### src/design/cga_pkg.sv
// Shared types and constants for the channel grant allocator.
// No dependencies; the pool, the top and the testbench use it by scoped names.
package cga_pkg;

   localparam int CHAN_W  = 12;
   localparam int GROUP_W = 24;
   localparam int LEASE_W = 26;
   localparam int ACT_W   = 3;
   localparam int COUNT_W = 5;

   localparam logic [31:0]        MS_PER_S = 32'd1000;
   localparam logic [LEASE_W-1:0] AGE_MAX  = {LEASE_W{1'b1}};

   localparam logic [ACT_W-1:0] ACT_ADD     = 3'd0;
   localparam logic [ACT_W-1:0] ACT_GRANT   = 3'd1;
   localparam logic [ACT_W-1:0] ACT_TOUCH   = 3'd2;
   localparam logic [ACT_W-1:0] ACT_RELEASE = 3'd3;
   localparam logic [ACT_W-1:0] ACT_REL_ALL = 3'd4;
   localparam logic [ACT_W-1:0] ACT_TICK    = 3'd5;
   localparam logic [ACT_W-1:0] ACT_QGROUP  = 3'd6;
   localparam logic [ACT_W-1:0] ACT_QCHAN   = 3'd7;

   typedef struct packed {
      logic [GROUP_W-1:0] group;
      logic [CHAN_W-1:0]  chan;
      logic [LEASE_W-1:0] lease;
      logic [LEASE_W-1:0] age;
   } grant_entry_type;

   typedef struct packed {
      logic              push;
      logic              pop;
      logic [CHAN_W-1:0] chan;
   } pool_cmd_type;

endpackage

### src/design/cga_ram.sv
// Generic single-clock RAM: one write port, one read port, registered read.
// No dependencies.
module cga_ram #(
   parameter int WIDTH = 8,
   parameter int DEPTH = 16
) (
   input  logic                                   clock,
   input  logic                                   we,
   input  logic [(DEPTH > 1 ? $clog2(DEPTH) : 1)-1:0] waddr,
   input  logic [WIDTH-1:0]                       wdata,
   input  logic [(DEPTH > 1 ? $clog2(DEPTH) : 1)-1:0] raddr,
   output logic [WIDTH-1:0]                       rdata
);

   logic [WIDTH-1:0] mem [DEPTH];

   always_ff @(posedge clock) begin
      if (we) begin
         mem[waddr] <= wdata;
      end
      rdata <= mem[raddr];
   end

endmodule

### src/design/cga_pool.sv
// Free channel pool: circular FIFO of channel numbers held in a cga_ram.
// Depends on cga_pkg and cga_ram. Head entry is read every cycle.
module cga_pool #(
   parameter int POOL_DEPTH = 16
) (
   input  logic                               clock,
   input  logic                               reset,
   input  cga_pkg::pool_cmd_type              cmd,
   output logic [cga_pkg::CHAN_W-1:0]         head_chan,
   output logic [$clog2(POOL_DEPTH+1)-1:0]    fill
);

   localparam int PW  = (POOL_DEPTH > 1) ? $clog2(POOL_DEPTH) : 1;
   localparam int PCW = $clog2(POOL_DEPTH + 1);

   logic [PW-1:0]  head_ff, head_in;
   logic [PCW-1:0] fill_ff, fill_in;
   logic [PW:0]    tail_sum;
   logic [PW:0]    tail_wrap;
   logic           wr_en;

   assign tail_sum  = (PW+1)'(head_ff) + (PW+1)'(fill_ff);
   assign tail_wrap = (tail_sum >= (PW+1)'(POOL_DEPTH)) ?
                      tail_sum - (PW+1)'(POOL_DEPTH) : tail_sum;
   // drop a push when the pool is full
   assign wr_en = cmd.push && (fill_ff < PCW'(POOL_DEPTH));

   always_comb begin
      head_in = head_ff;
      fill_in = fill_ff;
      if (wr_en) begin
         fill_in = fill_ff + PCW'(1);
      end else if (cmd.pop && fill_ff != '0) begin
         fill_in = fill_ff - PCW'(1);
         head_in = (head_ff == PW'(POOL_DEPTH - 1)) ? '0 : head_ff + PW'(1);
      end
   end

   always_ff @(posedge clock) begin
      if (reset) begin
         head_ff <= '0;
         fill_ff <= '0;
      end else begin
         head_ff <= head_in;
         fill_ff <= fill_in;
      end
   end

   cga_ram #(
      .WIDTH (cga_pkg::CHAN_W),
      .DEPTH (POOL_DEPTH)
   ) u_pool_ram (
      .clock (clock),
      .we    (wr_en),
      .waddr (tail_wrap[PW-1:0]),
      .wdata (cmd.chan),
      .raddr (head_ff),
      .rdata (head_chan)
   );

   assign fill = fill_ff;

endmodule

### src/design/channel_grant_allocator_unit.sv
// Channel grant allocator top: command sequencer and grant table memory.
// Depends on cga_pkg, cga_ram and cga_pool.
//
//  channel   | handshake              | ports
//  ----------+------------------------+-------------------------------------------
//  request   | start high, busy low   | req_action req_dst_id req_channel ...
//  response  | rsp_valid, one cycle   | rsp_ok rsp_granted_channel rsp_busy_res ...
//
// Add channel answers without a table walk. Grant, touch, release and queries
// walk the grant table once through its single read port. Release all walks it
// to find the lowest marked destination; tick walks it to age the grants and
// then as release all; each released grant adds a walk for the next lowest one.
// Synchronous reset clears the state, valid, mark and grant count registers and
// the pool pointers, not the memories. The receiver cannot stall the response.
module channel_grant_allocator_unit #(
   parameter int POOL_DEPTH  = 16,
   parameter int GRANT_SLOTS = 16
) (
   input  logic        clock,
   input  logic        reset,
   input  logic        start,
   output logic        busy,
   input  logic [2:0]  req_action,
   input  logic [23:0] req_dst_id,
   input  logic [11:0] req_channel,
   input  logic [15:0] req_timeout_s,
   input  logic [15:0] req_elapsed_ms,
   output logic        rsp_valid,
   output logic        rsp_ok,
   output logic [11:0] rsp_granted_channel,
   output logic        rsp_busy_res,
   output logic [4:0]  rsp_released_count,
   output logic [4:0]  rsp_grant_count,
   output logic [4:0]  rsp_free_count
);

   localparam int SW  = (GRANT_SLOTS > 1) ? $clog2(GRANT_SLOTS) : 1;
   localparam int CW  = $clog2(GRANT_SLOTS + 1);
   localparam int PCW = $clog2(POOL_DEPTH + 1);

   localparam logic [2:0] S_IDLE   = 3'd0;
   localparam logic [2:0] S_SCAN   = 3'd1;
   localparam logic [2:0] S_FIN    = 3'd2;
   localparam logic [2:0] S_MIN    = 3'd3;
   localparam logic [2:0] S_MINFIN = 3'd4;
   localparam logic [2:0] S_DONE   = 3'd5;

   logic [2:0]                     state_ff, state_in;
   logic [cga_pkg::ACT_W-1:0]      act_ff, act_in;
   logic [cga_pkg::GROUP_W-1:0]    dst_ff, dst_in;
   logic [cga_pkg::CHAN_W-1:0]     chn_ff, chn_in;
   logic [cga_pkg::LEASE_W-1:0]    lease_ff, lease_in;
   logic [15:0]                    ms_ff, ms_in;
   logic [CW-1:0]                  scan_ff, scan_in;
   logic                           pv_ff, pv_in;
   logic [SW-1:0]                  pi_ff, pi_in;
   logic                           hit_ff, hit_in;
   logic [SW-1:0]                  hit_idx_ff, hit_idx_in;
   cga_pkg::grant_entry_type       hit_ent_ff, hit_ent_in;
   logic                           free_ok_ff, free_ok_in;
   logic [SW-1:0]                  free_idx_ff, free_idx_in;
   logic                           best_ff, best_in;
   logic [SW-1:0]                  best_idx_ff, best_idx_in;
   logic [cga_pkg::GROUP_W-1:0]    best_grp_ff, best_grp_in;
   logic [cga_pkg::CHAN_W-1:0]     best_chan_ff, best_chan_in;
   logic [GRANT_SLOTS-1:0]         valid_ff, valid_in;
   logic [GRANT_SLOTS-1:0]         mark_ff, mark_in;
   logic [CW-1:0]                  active_ff, active_in;
   logic [CW-1:0]                  rel_ff, rel_in;
   logic                           ok_ff, ok_in;
   logic [cga_pkg::CHAN_W-1:0]     gch_ff, gch_in;
   logic                           busyr_ff, busyr_in;

   logic                           tab_we;
   logic [SW-1:0]                  tab_waddr;
   cga_pkg::grant_entry_type       tab_wdata;
   cga_pkg::grant_entry_type       tab_rdata;
   cga_pkg::pool_cmd_type          pcmd;
   logic [cga_pkg::CHAN_W-1:0]     pool_head_chan;
   logic [PCW-1:0]                 pool_fill;

   logic                           scan_go;
   logic                           scan_last;
   logic                           cur_valid;
   logic [cga_pkg::LEASE_W:0]      age_sum;
   logic [cga_pkg::LEASE_W-1:0]    age_new;
   logic [31:0]                    act32, fill32, rel32;

   assign scan_go   = scan_ff < CW'(GRANT_SLOTS);
   assign scan_last = pv_ff && (pi_ff == SW'(GRANT_SLOTS - 1));
   assign cur_valid = valid_ff[pi_ff];
   assign age_sum   = {1'b0, tab_rdata.age} + (cga_pkg::LEASE_W+1)'(ms_ff);
   assign age_new   = age_sum[cga_pkg::LEASE_W] ? cga_pkg::AGE_MAX :
                      age_sum[cga_pkg::LEASE_W-1:0];

   always_comb begin
      state_in     = state_ff;
      act_in       = act_ff;
      dst_in       = dst_ff;
      chn_in       = chn_ff;
      lease_in     = lease_ff;
      ms_in        = ms_ff;
      scan_in      = scan_ff;
      pv_in        = pv_ff;
      pi_in        = pi_ff;
      hit_in       = hit_ff;
      hit_idx_in   = hit_idx_ff;
      hit_ent_in   = hit_ent_ff;
      free_ok_in   = free_ok_ff;
      free_idx_in  = free_idx_ff;
      best_in      = best_ff;
      best_idx_in  = best_idx_ff;
      best_grp_in  = best_grp_ff;
      best_chan_in = best_chan_ff;
      valid_in     = valid_ff;
      mark_in      = mark_ff;
      active_in    = active_ff;
      rel_in       = rel_ff;
      ok_in        = ok_ff;
      gch_in       = gch_ff;
      busyr_in     = busyr_ff;
      tab_we       = 1'b0;
      tab_waddr    = pi_ff;
      tab_wdata    = tab_rdata;
      pcmd         = '0;

      // walk the table: issue one read a cycle, evaluate it the next
      if (state_ff == S_SCAN || state_ff == S_MIN) begin
         if (scan_go) begin
            scan_in = scan_ff + CW'(1);
            pv_in   = 1'b1;
            pi_in   = scan_ff[SW-1:0];
         end else begin
            pv_in = 1'b0;
         end
      end

      unique case (state_ff)
         S_IDLE: begin
            if (start) begin
               act_in     = req_action;
               dst_in     = req_dst_id;
               chn_in     = req_channel;
               lease_in   = cga_pkg::LEASE_W'(32'(req_timeout_s) * cga_pkg::MS_PER_S);
               ms_in      = req_elapsed_ms;
               scan_in    = '0;
               pv_in      = 1'b0;
               hit_in     = 1'b0;
               free_ok_in = 1'b0;
               best_in    = 1'b0;
               rel_in     = '0;
               ok_in      = 1'b0;
               gch_in     = '0;
               busyr_in   = 1'b0;
               mark_in    = '0;
               case (req_action)
                  cga_pkg::ACT_ADD: begin
                     if (req_channel != '0 &&
                         (32'(pool_fill) + 32'(active_ff)) < 32'(POOL_DEPTH)) begin
                        pcmd.push = 1'b1;
                        pcmd.chan = req_channel;
                        ok_in     = 1'b1;
                     end
                     state_in = S_DONE;
                  end
                  cga_pkg::ACT_REL_ALL: begin
                     mark_in  = valid_ff;
                     state_in = S_MIN;
                  end
                  default: begin
                     state_in = S_SCAN;
                  end
               endcase
            end
         end
         S_SCAN: begin
            if (pv_ff) begin
               case (act_ff)
                  cga_pkg::ACT_TICK: begin
                     if (cur_valid) begin
                        tab_we        = 1'b1;
                        tab_wdata.age = age_new;
                        if (tab_rdata.lease != '0 && age_new >= tab_rdata.lease) begin
                           mark_in[pi_ff] = 1'b1;
                        end
                     end
                  end
                  cga_pkg::ACT_QCHAN: begin
                     if (cur_valid && chn_ff != '0 && tab_rdata.chan == chn_ff) begin
                        busyr_in = 1'b1;
                     end
                  end
                  default: begin
                     if (cur_valid && tab_rdata.group == dst_ff) begin
                        hit_in     = 1'b1;
                        hit_idx_in = pi_ff;
                        hit_ent_in = tab_rdata;
                     end
                     if (!cur_valid && !free_ok_ff) begin
                        free_ok_in  = 1'b1;
                        free_idx_in = pi_ff;
                     end
                  end
               endcase
            end
            if (scan_last) begin
               state_in = S_FIN;
            end
         end
         S_FIN: begin
            state_in = S_DONE;
            case (act_ff)
               cga_pkg::ACT_GRANT: begin
                  if (dst_ff != '0 && pool_fill != '0 && !hit_ff && free_ok_ff) begin
                     pcmd.pop        = 1'b1;
                     tab_we          = 1'b1;
                     tab_waddr       = free_idx_ff;
                     tab_wdata.group = dst_ff;
                     tab_wdata.chan  = pool_head_chan;
                     tab_wdata.lease = lease_ff;
                     tab_wdata.age   = '0;
                     valid_in[free_idx_ff] = 1'b1;
                     active_in       = active_ff + CW'(1);
                     ok_in           = 1'b1;
                     gch_in          = pool_head_chan;
                  end
               end
               cga_pkg::ACT_TOUCH: begin
                  if (dst_ff != '0 && hit_ff) begin
                     tab_we        = 1'b1;
                     tab_waddr     = hit_idx_ff;
                     tab_wdata     = hit_ent_ff;
                     tab_wdata.age = '0;
                     ok_in         = 1'b1;
                  end
               end
               cga_pkg::ACT_RELEASE: begin
                  if (dst_ff != '0 && hit_ff) begin
                     pcmd.push            = 1'b1;
                     pcmd.chan            = hit_ent_ff.chan;
                     valid_in[hit_idx_ff] = 1'b0;
                     active_in            = active_ff - CW'(1);
                     rel_in               = CW'(1);
                     ok_in                = 1'b1;
                  end
               end
               cga_pkg::ACT_QGROUP: begin
                  if (dst_ff != '0) begin
                     ok_in = 1'b1;
                     if (hit_ff) begin
                        busyr_in = 1'b1;
                        gch_in   = hit_ent_ff.chan;
                     end
                  end
               end
               cga_pkg::ACT_TICK: begin
                  scan_in  = '0;
                  pv_in    = 1'b0;
                  best_in  = 1'b0;
                  state_in = S_MIN;
               end
               default: begin
                  ok_in = 1'b1;
               end
            endcase
         end
         S_MIN: begin
            if (pv_ff && mark_ff[pi_ff] && cur_valid &&
                (!best_ff || tab_rdata.group < best_grp_ff)) begin
               best_in      = 1'b1;
               best_idx_in  = pi_ff;
               best_grp_in  = tab_rdata.group;
               best_chan_in = tab_rdata.chan;
            end
            if (scan_last) begin
               state_in = S_MINFIN;
            end
         end
         S_MINFIN: begin
            if (best_ff) begin
               // release the lowest marked destination, then search again
               pcmd.push             = 1'b1;
               pcmd.chan             = best_chan_ff;
               valid_in[best_idx_ff] = 1'b0;
               mark_in[best_idx_ff]  = 1'b0;
               active_in             = active_ff - CW'(1);
               rel_in                = rel_ff + CW'(1);
               best_in               = 1'b0;
               scan_in               = '0;
               pv_in                 = 1'b0;
               state_in              = S_MIN;
            end else begin
               ok_in    = (act_ff == cga_pkg::ACT_REL_ALL) || (rel_ff != '0);
               state_in = S_DONE;
            end
         end
         S_DONE: begin
            state_in = S_IDLE;
         end
         default: begin
            state_in = S_IDLE;
         end
      endcase
   end

   always_ff @(posedge clock) begin
      if (reset) begin
         state_ff  <= S_IDLE;
         valid_ff  <= '0;
         mark_ff   <= '0;
         active_ff <= '0;
         pv_ff     <= 1'b0;
      end else begin
         state_ff  <= state_in;
         valid_ff  <= valid_in;
         mark_ff   <= mark_in;
         active_ff <= active_in;
         pv_ff     <= pv_in;
      end
   end

   always_ff @(posedge clock) begin
      act_ff       <= act_in;
      dst_ff       <= dst_in;
      chn_ff       <= chn_in;
      lease_ff     <= lease_in;
      ms_ff        <= ms_in;
      scan_ff      <= scan_in;
      pi_ff        <= pi_in;
      hit_ff       <= hit_in;
      hit_idx_ff   <= hit_idx_in;
      hit_ent_ff   <= hit_ent_in;
      free_ok_ff   <= free_ok_in;
      free_idx_ff  <= free_idx_in;
      best_ff      <= best_in;
      best_idx_ff  <= best_idx_in;
      best_grp_ff  <= best_grp_in;
      best_chan_ff <= best_chan_in;
      rel_ff       <= rel_in;
      ok_ff        <= ok_in;
      gch_ff       <= gch_in;
      busyr_ff     <= busyr_in;
   end

   cga_ram #(
      .WIDTH ($bits(cga_pkg::grant_entry_type)),
      .DEPTH (GRANT_SLOTS)
   ) u_grant_ram (
      .clock (clock),
      .we    (tab_we),
      .waddr (tab_waddr),
      .wdata (tab_wdata),
      .raddr (scan_ff[SW-1:0]),
      .rdata (tab_rdata)
   );

   cga_pool #(
      .POOL_DEPTH (POOL_DEPTH)
   ) u_pool (
      .clock     (clock),
      .reset     (reset),
      .cmd       (pcmd),
      .head_chan (pool_head_chan),
      .fill      (pool_fill)
   );

   assign act32  = 32'(active_ff);
   assign fill32 = 32'(pool_fill);
   assign rel32  = 32'(rel_ff);

   assign busy                = (state_ff != S_IDLE);
   assign rsp_valid           = (state_ff == S_DONE);
   assign rsp_ok              = ok_ff;
   assign rsp_granted_channel = gch_ff;
   assign rsp_busy_res        = busyr_ff;
   assign rsp_released_count  = (rel32 > 32'd31) ? 5'd31 : rel32[4:0];
   assign rsp_grant_count     = (act32 > 32'd31) ? 5'd31 : act32[4:0];
   assign rsp_free_count      = (fill32 > 32'd31) ? 5'd31 : fill32[4:0];

endmodule

### config.mk
export PLATFORM = sky130hd
export DESIGN_NAME = channel_grant_allocator_unit
export DESIGN_NICKNAME = d
export VERILOG_FILES = /design/src/design/cga_pkg.sv /design/src/design/cga_ram.sv /design/src/design/cga_pool.sv /design/src/design/channel_grant_allocator_unit.sv
export SDC_FILE = /design/constraint.sdc
export NUM_CORES = 2
export LEC_CHECK = 0
export ABC_AREA = 1
export BUFFER_PORTS_ARGS = -buffer_cell sky130_fd_sc_hd__buf_2
export CORE_MARGIN = 5
export CORE_UTILIZATION = 42
export CTS_CLUSTER_SIZE = 8
export DETAILED_ROUTE_END_ITERATION = 12
export GPL_ROUTABILITY_DRIVEN = 0
export PLACE_DENSITY = 0.54
export SYNTH_ARGS = -nofsm -noshare
export SYNTH_HDL_FRONTEND = slang
export SYNTH_SLANG_ARGS = --single-unit
### constraint.sdc
create_clock -name clock -period 6.8 [get_ports clock]
set_input_delay 1.36 -clock clock [delete_from_list [all_inputs] [get_ports clock]]
set_output_delay 1.36 -clock clock [all_outputs]
set_load 0.02 [all_outputs]
* Word-level counts from Yosys, hierarchy flattened *
Memories as Yosys holds them, arrays and structs flattened. A register that Yosys moved wholly into a read port is not among the register bits.
Cells that the tools add are included.

word-level totals
  bits in writable memories = 1600
  output and inout port bits = 31
  memories kept = 2
  word-level logic and storage cells = 309
  flip-flop bits (word level) = 269
  input port bits = 74

memory list
  name                   words  bits a word  read ports  clocked after memory_dff  write ports  RTL line       RTL
  u_grant_ram.mem        16     88           1           1                         1            cga_ram.sv:15  logic [WIDTH-1:0] mem [DEPTH];
  u_pool.u_pool_ram.mem  16     12           1           1                         1            cga_ram.sv:15

operators by class
  multiplexer cells = 132
  bitwise logic cells = 9
  $lt $le $gt $ge = 17
  reductions and logical operators = 62
  add/sub/neg operators = 11
  multiply operators = 1
  eq/ne operators = 46

operators by type and width
  operator                              count
  2-to-1 mux 88 bit                     2
  one-hot mux 88 bit (2 select lines)   1
  2-to-1 mux 16 bit                     10
  2-to-1 mux 12 bit                     10
  2-to-1 mux 26 bit                     4
  2-to-1 mux 5 bit                      17
  one-hot mux 16 bit (2 select lines)   2
  2-to-1 mux 62 bit                     1
  one-hot mux 26 bit (2 select lines)   1
  AND 16 bit                            3
  one-hot mux 12 bit (2 select lines)   2
  one-hot mux 16 bit (3 select lines)   1
  2-to-1 mux 1 bit                      47
  one-hot mux 12 bit (3 select lines)   1
  NOT 16 bit                            2
  OR 16 bit                             2
  one-hot mux 5 bit (3 select lines)    2
  adder 26 x 16 -> 27 bit               1
  >= comparator 26 bit                  1
  nonzero test 26 bit                   1
  == test 24 bit                        1
  < comparator 24 bit                   1
  != test 2 bit, second input constant  12
  nonzero test 12 bit                   2
  50 further kinds                      151

* Depth between registers and ports, before layout *
  depth after elaboration = 10
  depth in mapped cells = 27

* Cells and area by module *
From an unflattened synthesis, not the netlist that was laid out.

unflattened totals
  cell total of the unflattened synthesis = 8988
  area, all modules = 89789.9 um^2

modules (own cells, without submodules)
  module                        seq. area each (um^2)  cells an instance  times used  area an instance (um^2)
  cga_ram (u_grant_ram)         44042.2                5780               1           61720.4
  channel_grant_allocator_unit  7347.0                 2284               1           18738.0
  cga_ram (u_pool.u_pool_ram)   6005.8                 813                1           8562.0
  cga_pool                      180.2                  111                1           769.5

* Worst setup path after synthesis *
Ideal clock, no wire load.

  path kind = reg2reg
  start = register pi_ff[1]
  end = memory u_grant_ram.mem[0][0] (netlist bit) (enable)
  clock period less this slack = 5.877 ns
  cell stages (with the launch flop) = 13
  data required time = 6.264 ns
  setup slack = 0.923 ns
  path buffers = 1
  data arrival time = 5.342 ns
  cell sequence = edfxtp_1 buf_6 nor2_2 a21oi_2 nand3b_1 nand2_2 nor2_4 nand3_4 nand2_4 inv_6 nor2_8 nand2_4 nor2_1

between the ends
  cells in the longest elaborated chain, start to end = 8
  elaborated cells on any way between the ends = 12
  those cells by class = mux: 12

RTL lines
  element                                 RTL line                             RTL
  start, declared                         channel_grant_allocator_unit.sv:56   logic [SW-1:0] pi_ff, pi_in;
  start signal, assigned                  channel_grant_allocator_unit.sv:329  pi_ff <= pi_in;
  binary-select mux 1 bit (select 4 bit)  channel_grant_allocator_unit.sv:91   assign cur_valid = valid_ff[pi_ff];
  2-to-1 mux 1 bit (not written as such)  channel_grant_allocator_unit.sv:91
  2-to-1 mux 1 bit                        channel_grant_allocator_unit.sv:180  if (cur_valid) begin
  2-to-1 mux 1 bit                        channel_grant_allocator_unit.sv:178  case (act_ff)
  2-to-1 mux 1 bit                        channel_grant_allocator_unit.sv:177  if (pv_ff) begin
  one-hot mux 1 bit (2 select lines)      channel_grant_allocator_unit.sv:138  unique case (state_ff)
  2-to-1 mux 1 bit                        cga_ram.sv:18                        if (we) begin
  2-to-1 mux 1 bit (not written as such)  cga_ram.sv:19                        mem[waddr] <= wdata;
  end, declared                           cga_ram.sv:15

Several ways; a longest one is shown, not always the timed one. The select of a mux whose other input is x is not followed.

* Worst setup path after layout *
  start = register u_pool.fill_ff[1] (netlist: u_pool.fill[1])
  end = memory u_grant_ram.mem[7][23] (netlist bit) (enable)

between the ends
  cells in the longest elaborated chain, start to end = 9
  elaborated cells on any way between the ends = 12
  those cells by class = mux: 8; reduce/logical: 4

RTL lines
  element                                 RTL line                             RTL
  start, declared                         cga_pool.sv:17                       logic [PCW-1:0] fill_ff, fill_in;
  start signal, assigned                  cga_pool.sv:45                       fill_ff <= fill_in;
  nonzero test 5 bit (*)                  channel_grant_allocator_unit.sv:214  if (dst_ff != '0 && pool_fill != '0 && !hit_ff && free_ok_ff) begin
  logical AND 1 bit (*) (3 in a row)      channel_grant_allocator_unit.sv:214
  2-to-1 mux 1 bit                        channel_grant_allocator_unit.sv:214
  one-hot mux 1 bit (2 select lines)      channel_grant_allocator_unit.sv:212  case (act_ff)
  one-hot mux 1 bit (2 select lines)      channel_grant_allocator_unit.sv:138
  2-to-1 mux 1 bit                        cga_ram.sv:18
  2-to-1 mux 1 bit (not written as such)  cga_ram.sv:19

Every way passes the cells marked *; elsewhere a longest branch is shown, timed or not.

==> flow_summary.json <==
{
  "grt_use_total_pct": 22.7,
  "fin_util_pct": 48.3,
  "dieArea_mm2": 0.206,
  "p_leak_nw": 32.8,
  "seq_power_share_pct": 42.5,
  "port_buffers": 104,
  "hold_buffers": 0,
  "cts_buffer_depth": 4,
  "clkTransAtPathRegs_ns": 0.05,
  "required_ns": 7.33,
  "min_period_over_period_pct": 74.5,
  "hold_violations": 0,
  "post-cts-setup-buffer-count": 0,
  "clkSinkCount": 1969,
  "htreeDepth": 5,
  "start_util_pct": 42.1,
  "setup_tns_ns": 0,
  "cts_buffers": 297,
  "synthToLayoutAreaGrowth_pct": 14.6,
  "crit_chain": "inv_1, nand4_1, nand3_1, inv_1, nand3_2, nand2_2, nand2_2, nand2_1, nand2_1, inv_2, nand3_1, nor2_4, buf_4",
  "ys_seq_elements": 1969,
  "ios": 105,
  "wl_per_cell_um": 24.6,
  "dieHeight_um": 454,
  "rows": 163,
  "comb_power_share_pct": 21.1,
  "p_switching_w": 0.0111,
  "fin_crit_ns": 5.07,
  "syn_nets": 7034,
  "drive_above_1_share_pct": 9.47,
  "grt_antenna_before_repair": 7,
  "syn-cell-area_mm2": 0.0829,
  "drc": 0,
  "synth-simple-area-share_pct": 10.3,
  "coreArea_mm2": 0.197,
  "p_int_w": 0.0254,
  "ir_worst_vdd_v": 0.000337,
  "muxShareOfSynthArea_pct": 0.0121,
  "end_kind": "flop",
  "cts_root_buf": "clkbuf_16",
  "rsz0062_at_grt": "no",
  "synth_edf_count": 1814,
  "synth_area_per_cell_um2": 12.3,
  "grt_overflow": 0,
  "worstSetupPathType": "flop to flop",
  "mostFrequentLayoutCells": "edfxtp_1, nor2_1, o21ai_0",
  "fmax_mhz": 197,
  "dp_hpwl_um": 131000,
  "fill_cells": 17400,
  "synth_cells": 6767,
  "slowest_delay_ns": 0.99,
  "ys_seq_area_share_pct": 69.4,
  "tightestPinTransition_ns": 1.29,
  "maxSlewHeadroom_pct": 13.5,
  "grt_pass1_vias": 53900,
  "grt_max_degree": 189,
  "n_antenna_cell": 0,
  "setup_viol": 0,
  "synth-warning-count": 0,
  "final_common_cell": "edfxtp_1",
  "ctsResizeCount": 0,
  "synth-compound-area-share_pct": 12.5,
  "nNetsFinal": 7173,
  "cp_slowest_cell": "nor2_4",
  "cts_tree": "built",
  "multiInputGateArea_mm2": 0.0225,
  "totalWireLength_um": 240000,
  "hold_path_class": "flop to flop",
  "synth_xor_area_share_pct": 0.697,
  "power_density_mw_per_mm2": 385,
  "die-width_um": 454,
  "crit_path_max_fanout": 25,
  "worst-path-buf-inv": 4,
  "synthAdderAreaFrac_pct": 3.43,
  "vias": 55800,
  "synthFlopType": "edfxtp_1",
  "power_frac_clock_pct": 36.4,
  "yosysUniqueCellTypes": 61,
  "async_flop_share_pct": 0,
  "drv_slew": 0,
  "cp.arrival_ns": 5.60,
  "seq_area_mm2": 0.0576,
  "maxCapViolCount": 0,
  "cpLargestDelayFamily": "simple AND/OR/NAND/NOR gates",
  "antenna_left": 0,
  "power_switching_share_pct": 30.4,
  "clock_latency_ns": 0.92,
  "startpoint_type": "flop",
  "grt_pass1_wl_um": 355000,
  "first_pass_iters": 5,
  "clock-skew-final_ns": 0.0649,
  "via_per_inst": 5.74,
  "synth_top_family_by_area": "compound AO/OA/AOI/OAI gates",
  "drt-initial-drc-count": 5536,
  "outcome": "complete, no violations"
}
[flip-flops by register name, summed over array words and instances (netlist names), 4 cells and up]
name,count
ms_ff,16
pi_ff,4
u_grant_ram.mem,1408
scan_ff,5
best_chan_ff,12
rsp_granted_channel,12
chn_ff,12
valid_ff,16
best_idx_ff,4
mark_ff,16
u_pool.fill,5
free_idx_ff,4
rel_ff,5
u_pool.head_ff,4
best_grp_ff,24
active_ff,5
u_grant_ram.rdata,88
u_pool.u_pool_ram.mem,192
hit_ent_ff,62
lease_ff,23
hit_idx_ff,4
dst_ff,24
u_pool.u_pool_ram.rdata,12
[per-layer routing]
| metal | GRT usage, % | wire (um) |
|---|---|---|
| met5 | 0 | 0 |
| met4 | 5.97 | 5500 |
| met3 | 3.40 | 15800 |
| met2 | 35.9 | 111000 |
| met1 | 33.0 | 107000 |
[cell type report]
| class | instances | area share, % |
|---|---|---|
| Sequential cell | 1969 | 60.6 |
| Multi-Input combinational cell | 4037 | 23.7 |
| Clock buffer | 480 | 8.74 |
| Tap cell | 2640 | 3.48 |
| Timing Repair Buffer | 252 | 1.98 |
| Inverter | 349 | 1.42 |
| Clock inverter | 7 | 0.105 |
[logic make-up after synthesis]
| family | after synthesis |
|---|---|
| buffers and inverters | 761 |
| muxes | 1 |
| DFF | 1969 |
| AOI/OAI and AO/OA | 1706 |
| and+or+nand+nor | 2071 |
| adders and majority gates | 193 |
| xor gates and xnor gates | 66 |
[synth_stat cells, drive strengths merged (5+ instances only)]
cell	count	area, um2
nor2	1023	3920
xor2	45	394
nor3	27	146
ha	136	1700
edfxtp	1814	54500
nand4	26	163
clkbuf	336	1260
a21o	5	37.5
a221oi	6	58.8
o31ai	20	150
nor4	11	68.8
a32oi	34	298
a21oi	162	815
o22ai	126	788
a31oi	9	56.3
fa	57	1140
xnor2	21	184
buf	76	399
nand3	302	1560
or2	18	113
o211ai	103	773
nand2	654	2510
o221ai	305	2670
inv	346	1300
o21ai	917	4590
dfxtp	155	3100
[stage by stage]
step                cell area, um2  setup WS (ns)  hold slack (ns)  total power (W)  std cells
finish                       95000           1.73            0.426           0.0366       9734
detailed placement           86600           1.34            0.416           0.0234       9247
global placement             86600           1.29            0.413           0.0233       9247
global route                 95000           1.36            0.431           0.0383       9734
floorplan                    82900          0.923            0.406           0.0207       6767
CTS                          95000           1.76            0.426           0.0368       9734
[power groups by stage]
stage,registers (W),clock network [W],logic [W]
global placement,0.0158,0,0.00757
finish,0.0155,0.0133,0.00771
detailed placement,0.0158,0,0.00769
global route,0.0156,0.0141,0.00863
floorplan,0.0154,0,0.00523
CTS,0.0155,0.0136,0.00772
[worst paths after layout]
check	from	end	slack (ns)	cells past startpoint
setup / recovery	u_pool.fill[1]	u_grant_ram.mem[7][23]	1.73	13
hold / removal	u_grant_ram.rdata[42]	hit_ent_ff[42]	0.43	0
setup reg to reg	u_pool.fill[1]	u_grant_ram.mem[7][23]	1.73	13
hold reg to reg	u_grant_ram.rdata[42]	hit_ent_ff[42]	0.43	0
Note: power is estimated with default switching activity, not from simulation.
